==> config.mk <==
export PLATFORM = sky130hd
export DESIGN_NAME = gbpf_ctrl
export DESIGN_NICKNAME = d
export VERILOG_FILES = /design/src/hdl/gbpf_pkg.sv /design/src/hdl/gbpf_ctrl.sv
export SDC_FILE = /design/constraint.sdc
export NUM_CORES = 1
export LEC_CHECK = 0
export BUFFER_PORTS_ARGS = -buffer_cell sky130_fd_sc_hd__buf_2
export CAP_MARGIN = 0
export CORE_AREA = 4 4 41 43
export DETAILED_ROUTE_END_ITERATION = 7
export DIE_AREA = 0 0 45 47
export PLACE_DENSITY = 0.71
export SYNTH_ARGS = -nofsm -noshare
export SYNTH_HDL_FRONTEND = slang
export SYNTH_SLANG_ARGS = --single-unit
==> constraint.sdc <==
create_clock -name clk -period 2.28 [get_ports clk]
set_clock_uncertainty 0.2 [all_clocks]
set_input_delay 0.114 -clock clk [delete_from_list [all_inputs] [get_ports clk]]
set_output_delay 0.114 -clock clk [all_outputs]
set_load 0.01 [all_outputs]
==> src/hdl/gbpf_pkg.sv <==
// gbpf_pkg: shared codes and the command/status structs of the grid path finder
// used by gbpf_ctrl, gbpf_datapath and grid_bfs_path_finder_unit; no dependencies
`timescale 1ns / 1ps
`default_nettype none

package gbpf_pkg;

  localparam logic [1:0] FUNC_WRITE  = 2'd0;
  localparam logic [1:0] FUNC_SEARCH = 2'd1;
  localparam logic [1:0] FUNC_READ   = 2'd2;
  localparam logic [1:0] FUNC_NOP    = 2'd3;

  localparam logic [1:0] STAT_OK       = 2'd0;
  localparam logic [1:0] STAT_UNUSABLE = 2'd1;
  localparam logic [1:0] STAT_NO_PATH  = 2'd2;
  localparam logic [1:0] STAT_BEYOND   = 2'd3;

  localparam logic [1:0] CFG_COLS = 2'd0;
  localparam logic [1:0] CFG_ROWS = 2'd1;

  typedef enum logic [4:0] {
    OP_NONE,
    OP_CLR,
    OP_WRITE,
    OP_NOP_RES,
    OP_START,
    OP_READ_ISSUE,
    OP_READ_RES,
    OP_EP_RD,
    OP_EP_EV,
    OP_RES_UNUSABLE,
    OP_SCLR,
    OP_BINIT,
    OP_POP,
    OP_RES_NOPATH,
    OP_FETCH,
    OP_EXPAND,
    OP_WALK_RD,
    OP_WALK_ST,
    OP_WALK_END
  } dp_op_t;

  typedef struct packed {
    dp_op_t op;
  } dp_cmd_t;

  typedef struct packed {
    logic clr_done;
    logic ep_fail;
    logic ep_pass;
    logic ep_goal_phase;
    logic q_empty;
    logic is_goal;
    logic exp_done;
    logic at_start;
    logic out_valid;
  } dp_stat_t;

endpackage

`default_nettype wire

==> src/hdl/gbpf_ctrl.sv <==
// gbpf_ctrl: controller state machine of the grid path finder
// depends on gbpf_pkg; commands gbpf_datapath
`timescale 1ns / 1ps
`default_nettype none

module gbpf_ctrl (
  input  wire logic             clk,
  input  wire logic             rst,
  input  wire logic             in_valid,
  input  wire logic [1:0]       func,
  output logic                  in_ready,
  output gbpf_pkg::dp_cmd_t     cmd,
  input  gbpf_pkg::dp_stat_t    stat
);

  typedef enum logic [3:0] {
    S_CLR, S_IDLE, S_EP_RD, S_EP_EV, S_SCLR, S_BINIT, S_POP, S_FETCH,
    S_EXPAND, S_WALK_RD, S_WALK_ST, S_READ
  } state_t;

  state_t state, state_next;
  logic   accept;

  assign in_ready = (state == S_IDLE) && !stat.out_valid;
  assign accept   = in_valid && in_ready;

  always_comb begin
    state_next = state;
    cmd.op = gbpf_pkg::OP_NONE;
    unique case (state)
      S_CLR: begin
        cmd.op = gbpf_pkg::OP_CLR;
        if (stat.clr_done) state_next = S_IDLE;
      end
      S_IDLE: begin
        if (accept) begin
          unique case (func)
            gbpf_pkg::FUNC_WRITE: cmd.op = gbpf_pkg::OP_WRITE;
            gbpf_pkg::FUNC_SEARCH: begin
              cmd.op = gbpf_pkg::OP_START;
              state_next = S_EP_RD;
            end
            gbpf_pkg::FUNC_READ: begin
              cmd.op = gbpf_pkg::OP_READ_ISSUE;
              state_next = S_READ;
            end
            default: cmd.op = gbpf_pkg::OP_NOP_RES;
          endcase
        end
      end
      S_EP_RD: begin
        cmd.op = gbpf_pkg::OP_EP_RD;
        state_next = S_EP_EV;
      end
      S_EP_EV: begin
        priority if (stat.ep_fail) begin
          cmd.op = gbpf_pkg::OP_RES_UNUSABLE;
          state_next = S_IDLE;
        end else if (stat.ep_pass && stat.ep_goal_phase) begin
          state_next = S_SCLR;
        end else begin
          cmd.op = gbpf_pkg::OP_EP_EV;
          state_next = S_EP_RD;
        end
      end
      S_SCLR: begin
        cmd.op = gbpf_pkg::OP_SCLR;
        if (stat.clr_done) state_next = S_BINIT;
      end
      S_BINIT: begin
        cmd.op = gbpf_pkg::OP_BINIT;
        state_next = S_POP;
      end
      S_POP: begin
        if (stat.q_empty) begin
          cmd.op = gbpf_pkg::OP_RES_NOPATH;
          state_next = S_IDLE;
        end else begin
          cmd.op = gbpf_pkg::OP_POP;
          state_next = S_FETCH;
        end
      end
      S_FETCH: begin
        cmd.op = gbpf_pkg::OP_FETCH;
        state_next = stat.is_goal ? S_WALK_RD : S_EXPAND;
      end
      S_EXPAND: begin
        cmd.op = gbpf_pkg::OP_EXPAND;
        if (stat.exp_done) state_next = S_POP;
      end
      S_WALK_RD: begin
        if (stat.at_start) begin
          cmd.op = gbpf_pkg::OP_WALK_END;
          state_next = S_IDLE;
        end else begin
          cmd.op = gbpf_pkg::OP_WALK_RD;
          state_next = S_WALK_ST;
        end
      end
      S_WALK_ST: begin
        cmd.op = gbpf_pkg::OP_WALK_ST;
        state_next = S_WALK_RD;
      end
      S_READ: begin
        cmd.op = gbpf_pkg::OP_READ_RES;
        state_next = S_IDLE;
      end
      default: state_next = S_IDLE;
    endcase
  end

  always_ff @(posedge clk) begin
    if (rst) state <= S_CLR;
    else state <= state_next;
  end

  a_search_starts: assert property (@(posedge clk) disable iff (rst)
    accept && func == gbpf_pkg::FUNC_SEARCH |=> state == S_EP_RD)
    else $error("search did not start endpoint check");
  a_nopath_result: assert property (@(posedge clk) disable iff (rst)
    state == S_POP && stat.q_empty |=> stat.out_valid)
    else $error("no-path result not presented");
  a_ready_empty: assert property (@(posedge clk) disable iff (rst)
    in_ready |-> !stat.out_valid && state == S_IDLE)
    else $error("input taken while result pending");

endmodule

`default_nettype wire
* Word level (Yosys, flattened, before mapping)
Index checks and enable logic that the tools add are counted.
W data, S select, Z words.
** Storage, ports and cells
- Flip-flop bits (word level) :: 4
- Bits of input ports :: 14
- Output and inout bits :: 6
- Logic and storage cells :: 44
** Cells by class
- Eq/ne operators :: 18
- Multiplexer cells :: 18
- Reductions and logical operators :: 7
** Operator list (number)
- $pmux W5 S12 :: 1
- $pmux W4 S11 :: 1
- $mux W4 :: 7
- $eq A4 B3 Y1 const B :: 4
- $eq A4 B4 Y1 const B :: 4
- $mux W3 :: 4
- $pmux W3 S3 :: 1
- $eq A4 B2 Y1 const B :: 2
- $ne A2 B2 Y1 const B :: 4
- $pmux W4 S2 :: 1
- $reduce_and A5 Y1 :: 1
- $eq A4 B1 Y1 const B :: 1
- $logic_not A4 Y1 :: 1
- $logic_and A1 B1 Y1 :: 3
- $ne A3 B1 Y1 const B :: 1
- $eq A2 B1 Y1 const B :: 1
- $eq A2 B2 Y1 const B :: 1
- $logic_not A2 Y1 :: 1
- $mux W1 :: 2
- $mux W2 :: 1
- $logic_not A1 Y1 :: 1

* Depth between registers and ports, before layout
Gate-level depths: netlist of run 1.
- Depth after elaboration :: 5
- Mapped depth :: 6
- Gate-level depth less buffers :: 6

* Worst setup path before layout of run 1
OpenSTA, ideal clock, no wires.
- Kind :: reg2reg
- Start :: register state[1]
- End :: register state[2]
- Setup time :: 0.088 ns
- Arrival time :: 1.315 ns
- Required time :: 1.992 ns
- Slack :: 0.676 ns
- Stages on the path, launching flop included :: 6
- Path buffers :: 1
- Clock period less this slack :: 1.604 ns
- Cells stage by stage :: dfxtp_1 > buf_6 > or4b_4 > a21oi_2 > a311oi_1 > a311oi_2
** On the way
- Longest elaborated chain between the ends :: 5
- Elaborated cells between the ends (all ways) :: 20
- Classes of those cells :: eq/ne: 15; mux: 1; reduce/logical: 4
** RTL lines
- start: declaration :: line gbpf_ctrl.sv:21 : state_t state, state_next;
- start signal: assignment :: line gbpf_ctrl.sv:114 : else state <= state_next;
- $eq A4 B1 Y1 :: line gbpf_ctrl.sv:24, gbpf_ctrl.sv:30
- $logic_and A1 B1 Y1 :: line gbpf_ctrl.sv:24 : assign in_ready = (state == S_IDLE) && !stat.out_valid;
- $logic_and A1 B1 Y1 :: line gbpf_ctrl.sv:25 : assign accept = in_valid && in_ready;
- $ne A2 B2 Y1 (no source line)
- $reduce_and A5 Y1 (no source line)
Parallel ways exist; a longest one is shown, timed or not.
A chain may end at the register's enable or synchronous reset.

==> impl_metrics.tcl, run 1 <==
set metrics [dict create \
    outcome "completed" \
    synth.largest_area_cell "dfxtp_1" \
    globalplace.congestion 0.777 \
    synth.most_common_cell "nor2_1" \
    wl_met1_um 736 \
    yosys_most_used_dff "dfxtp_1" \
    slowest_delay_ns 0.67 \
    grt_antenna_before_repair 0 \
    relSlewSlack 0.620 \
    fin_nets 122 \
    start_util 0.468 \
    io_pins 20 \
    ys_seq_area_frac 0.131 \
    tightest_slew_ns 0.569 \
    drt_iter0_drc 22 \
    grt-ovfl-total 0 \
    worstPathRequired_ns 1.97 \
    synth_nets 102 \
    hold_class "in -> reg" \
    cts_tree "built" \
    critPathKind "reg -> out" \
    yosysWarnings 0 \
    finalSetupViolations 0 \
    largest_reg_flops 4 \
    die-area_sq_um 2120 \
    grt_max_degree 26 \
    top_register "state" \
    numCtsBuffers 3 \
    p_sw_frac 0.491 \
    path_cells "nor2_1, and2_1, a32o_1, buf_2" \
    routed_wl_mm 1.53 \
    top_layer "met3" \
    ys_types 40 \
    synthCells 85 \
    p_leak_nw 0.318 \
    wl_met3_um 67 \
    cp_max_fo 18 \
    drt-wirelength-per-cell_um 12.9 \
    avgSynthCellArea_sq_um 7.17 \
    period_share 0.889 \
    ant_nets 0 \
    yosys.area.top_type_share 0.131 \
    die_w_um 45 \
    grt_pass1_wl_mm 2.36 \
    dp_hpwl_mm 1.15 \
    synth_edf_count 0 \
    grt_pass1_vias 566 \
    core-area_sq_um 1300 \
    netlist_top_cells_count "nor2_1 (11), nand2_1 (6), nor2b_1 (5), o21ai_0 (5)" \
    htreeDepth 1 \
    finalPower_uw 840 \
    routed-wl-met2_um 723 \
    p_clk_frac 0.101 \
    crit_buf_inv 1 \
    p_sw_uw 412 \
    vias 673 \
    power_density_nw_per_um2 1150 \
    cts_buffer_depth 2 \
    ys_ff_latch 4 \
    synthArstFlopShare 0 \
    n_antenna_cell 0 \
    avgViaCountPerCell 5.70 \
    rows 13 \
    drt-pass1-iter-count 4 \
    clock_latency_ns 0.23 \
    worstSetupStartpointType "flop" \
    cap_violations 0 \
    maxSlewViolCount 0 \
    pwr-share-seq 0.248 \
    internal-power_uw 428 \
    combPwrFrac 0.651 \
    crit_slowest_cell "dfxtp_1" \
    path_clk_slew_ns 0.04 \
    crit_arrival_ns 1.71 \
    reg_top3 "state (4)" \
    drive_gt1_frac 0.291 \
    crit_family "flip-flops" \
    hold_ws_ns 0.0784 \
    irDropWorstVdd_mv 0.585 \
    grtUsageTotal 0.148 \
    fin_crit_ns 2.03 \
    drc 0 \
    synthesis.area_sq_um 609 \
    cts_sinks 4 \
    syn2layout_area_growth_pct 19.9 \
    hold_viol_final 0 \
    rsz0062_at_grt "no" \
    max_freq_mhz 493 \
    port_buffers 19 \
    setup_tns_ns 0 \
    yosys-top-cells-area "dfxtp_1 (13%), nor2_1 (6.8%), ha_1 (6.2%), nor2b_1 (5.1%), o21ai_0 (4.1%)" \
    post_cts_buffers 0 \
    end_kind "output port" \
    clock-root-buffer "clkbuf_4" \
    die_y_um 47 \
]
per-layer routing:
layer  up-vias  global-route usage
li1        358                   -
met4         0              0.0526
met2        20               0.237
met1       295               0.208
met5         -                   0
met3         0              0.0115
cell usage in the layout (no fill, tap or decap), types with 3 or more instances in the layout:
| cell | count |
|---|---|
| buf_2 | 19 |
| nor2_1 | 11 |
| nand2_1 | 6 |
| nor2b_1 | 5 |
| o21ai_0 | 5 |
| inv_1 | 4 |
| a21oi_1 | 3 |
| nor3b_1 | 3 |
| a211oi_1 | 3 |
| ha_1 | 3 |
| clkbuf_4 | 3 |
| dfxtp_1 | 3 |
metrics by stage:
step | cells | worst slack [ns] | instance area [sq um] | utilization
finish | 118 | 0.252 | 731 | 0.562
global route | 118 | 0.136 | 731 | 0.562
CTS | 118 | 0.126 | 729 | 0.561
detailed placement | 114 | 0.368 | 697 | 0.536
global placement | 114 | 0.404 | 697 | 0.536
floorplan | 85 | 0.676 | 609 | -
final timing paths:
check                 from        to  slack, ns  cells past startpoint
hold / removal     stat[8]  state[3]       0.08                      3
setup / recovery  state[1]    cmd[1]       0.25                      4
setup reg to reg  state[1]  state[2]       0.44                      4
hold reg to reg   state[2]  state[2]       0.55                      2
cells by family (layout without fill, tap and decap cells):
kind of cell    count (synthesis)  after routing  synth area share
mux                             1              1            0.0185
fa+ha+maj                       3              3            0.0616
flops                           4              4             0.131
simple gates                   35             35             0.312
buf+inv                        10             28            0.0801
xor+xnor                        1              1            0.0144
compound gates                 31             31             0.382
timing repair:
item / CTS / global route
gates resized for setup: 0 / 1
hold buffers: 1 / 0
hold endpoints to repair: 4 / 0
endpoints found under the setup margin: 0 / 2
worst register-to-register path: cells and delay by family (launching register included):
family,cells,cell delay (ns)
flip-flops,1,0.67
AND/OR/NAND/NOR,1,0.22
AO/OA/AOI/OAI,3,0.61
power by group through the flow:
| stage | Clock (mW) | Combinational [mW] | Sequential, mW |
|---|---|---|---|
| after floorplan | 0 | 0.502 | 0.120 |
| after global placement | 0 | 0.542 | 0.204 |
| after detailed placement | 0 | 0.543 | 0.201 |
| after CTS | 0.0895 | 0.547 | 0.202 |
| after global routing | 0.0968 | 0.609 | 0.218 |
| final | 0.0848 | 0.547 | 0.209 |
layout make-up:
cell class	instances	area, sq um
sequential	4	81.3
clock buffer	3	22.5
timing repair buffer	21	113
fill	136	571
inverter	4	15.0
tap	15	18.8
multi-input combinational	71	480
Power figures use the tool's default switching activity.
==> run 2: changes to the inputs <==
--- a/config.mk
+++ b/config.mk
@@ -7,2 +7,3 @@
 export LEC_CHECK = 0
+export ABC_CLOCK_PERIOD_IN_PS = 2100
 export BUFFER_PORTS_ARGS = -buffer_cell sky130_fd_sc_hd__buf_2
==> constraint.sdc (replaced) <==
create_clock -name clk -period 2.1 [get_ports clk]
set_clock_uncertainty 0.2 [all_clocks]
set_input_delay 0.105 -clock clk [delete_from_list [all_inputs] [get_ports clk]]
set_output_delay 0.105 -clock clk [all_outputs]
set_load 0.05 [all_outputs]
==> impl_metrics.tcl, run 2 (same netlist as run 1, synthesis figures left out) <==
set metrics [dict create \
    outcome "completed" \
    reg_top3 "state (4)" \
    avgViaCountPerCell 5.87 \
    grt_pass1_wl_mm 2.54 \
    cap_violations 0 \
    syn2layout_area_growth_pct 23.4 \
    cts_buffer_depth 2 \
    holdPathStages 3 \
    drt_iter0_drc 25 \
    hold_viol_final 0 \
    maxSlewViolCount 0 \
    crit_end "cmd[1]" \
    drc 0 \
    crit_arrival_ns 1.60 \
    clock-root-buffer "clkbuf_4" \
    r2r_end "state[2]" \
    core-area_sq_um 1300 \
    p_leak_nw 0.329 \
    die_y_um 47 \
    setup_tns_ns 0 \
    multi_input_area_sq_um 483 \
    fin_nets 124 \
    crit_path_start "state[3]" \
    grt_max_degree 19 \
    crit_family "flip-flops" \
    htreeDepth 1 \
    power_density_nw_per_um2 1520 \
    irDropWorstVdd_mv 1.09 \
    grt-ovfl-total 0 \
    grt_antenna_before_repair 0 \
    clock_latency_ns 0.23 \
    reg2reg_from "state[3]" \
    cp_max_fo 13 \
    port_buffers 19 \
    tightest_slew_ns 0.308 \
    vias 704 \
    critPathKind "reg -> out" \
    drt-pass1-iter-count 4 \
    regToRegSetupSlack_ns 0.37 \
    io_pins 20 \
    seq_area_sq_um 85.1 \
    path_clk_slew_ns 0.04 \
    globalplace.congestion 0.798 \
    hold_ws_ns 0.0588 \
    largest_reg_flops 4 \
    n_antenna_cell 0 \
    rsz0062_at_grt "no" \
    max_freq_mhz 525 \
    drive_gt1_frac 0.343 \
    end_kind "output port" \
    mostFrequentLayoutCell "buf_2" \
    ant_nets 0 \
    grt_pass1_vias 589 \
    dp_hpwl_mm 1.19 \
    numCtsBuffers 3 \
    period_share 0.907 \
    grtUsageTotal 0.160 \
    worstPathRequired_ns 1.79 \
    worst-path-stages 5 \
    worstSetupStartpointType "flop" \
    fin_crit_ns 1.91 \
    layout_common_cells "buf_2 (19), nor2_1 (10), nand2_1 (6)" \
    die-area_sq_um 2120 \
    start_util 0.468 \
    cts_sinks 4 \
    die_w_um 45 \
    reg2reg_depth 5 \
    rows 13 \
    post_cts_buffers 0 \
    drt-wirelength-per-cell_um 13.2 \
    slowest_delay_ns 0.45 \
    crit_slowest_cell "dfxtp_2" \
    finalSetupViolations 0 \
    crit_buf_inv 2 \
    hold_class "in -> reg" \
    cts_tree "built" \
    relSlewSlack 0.793 \
    routed_wl_mm 1.58 \
    fillCellCount 126 \
    path_cells "buf_4, nor3b_1, o21ai_0, a32o_1, buf_2" \
    top_register "state" \
]
[run 2: cell count changes in the layout (fill, tap and decap cells not counted), sizes merged]
cell / previous run / this run
buf: 20 / 22
[run 2: layout make-up]
cell class | instances | area share
repair buffers | 23 | 0.170
clock buffers | 3 | 0.0300
multi-input cells | 71 | 0.642
well taps | 15 | 0.0250
inverters | 4 | 0.0200
flip-flops and latches | 4 | 0.113
[run 2: worst min path at each step]
stage               startpoint        to  slack [ns]
floorplan                  rst  state[0]       -0.02
global placement           rst  state[0]        0.09
detailed placement         rst  state[0]         0.1
CTS                    stat[8]  state[3]        0.06
global route           stat[1]  state[1]        0.11
finish                 stat[8]  state[3]        0.06
[run 2: where the power goes]
group | internal [mW] | switching, mW | total (mW) | leakage [nW]
clock network | 0.0639 | 0.0307 | 0.0946 | 0.0138
registers | 0.114 | 0.107 | 0.221 | 0.0344
logic | 0.311 | 0.520 | 0.830 | 0.281
[run 2: layer usage]
metal,part of all wire,vias up,wire length [um],global-route usage
met1,0.45,311,710,0.230
li1,-,357,-,-
met4,0.011,0,17,0.0702
met3,0.069,2,109,0
met5,0,-,0,0
met2,0.47,34,742,0.251
[run 2: repair_timing]
action,CTS,global route
hold endpoints to repair,4,0
resized for setup,1,4
gates cloned,0,0
setup endpoints to repair,2,3
hold buffers,1,0
[run 2: worst reg2reg max path, delay by kind of cell (launching register included)]
| kind | cells | cell delay [ns] |
|---|---|---|
| DFF | 1 | 0.45 |
| buffers and inverters | 1 | 0.23 |
| AOI/OAI and AO/OA | 3 | 0.56 |
| and+or+nand+nor | 1 | 0.15 |
[run 2: through the flow]
stage	power, mW	instances	setup WS [ns]	utilization	area [sq um]
floorplan	0.870	85	0.0672	-	609
global placement	1.03	116	0.228	0.547	712
detailed placement	1.03	116	0.260	0.547	712
CTS	1.14	120	0.0265	0.574	747
global route	1.24	120	0.0279	0.578	752
finish	1.15	120	0.195	0.578	752
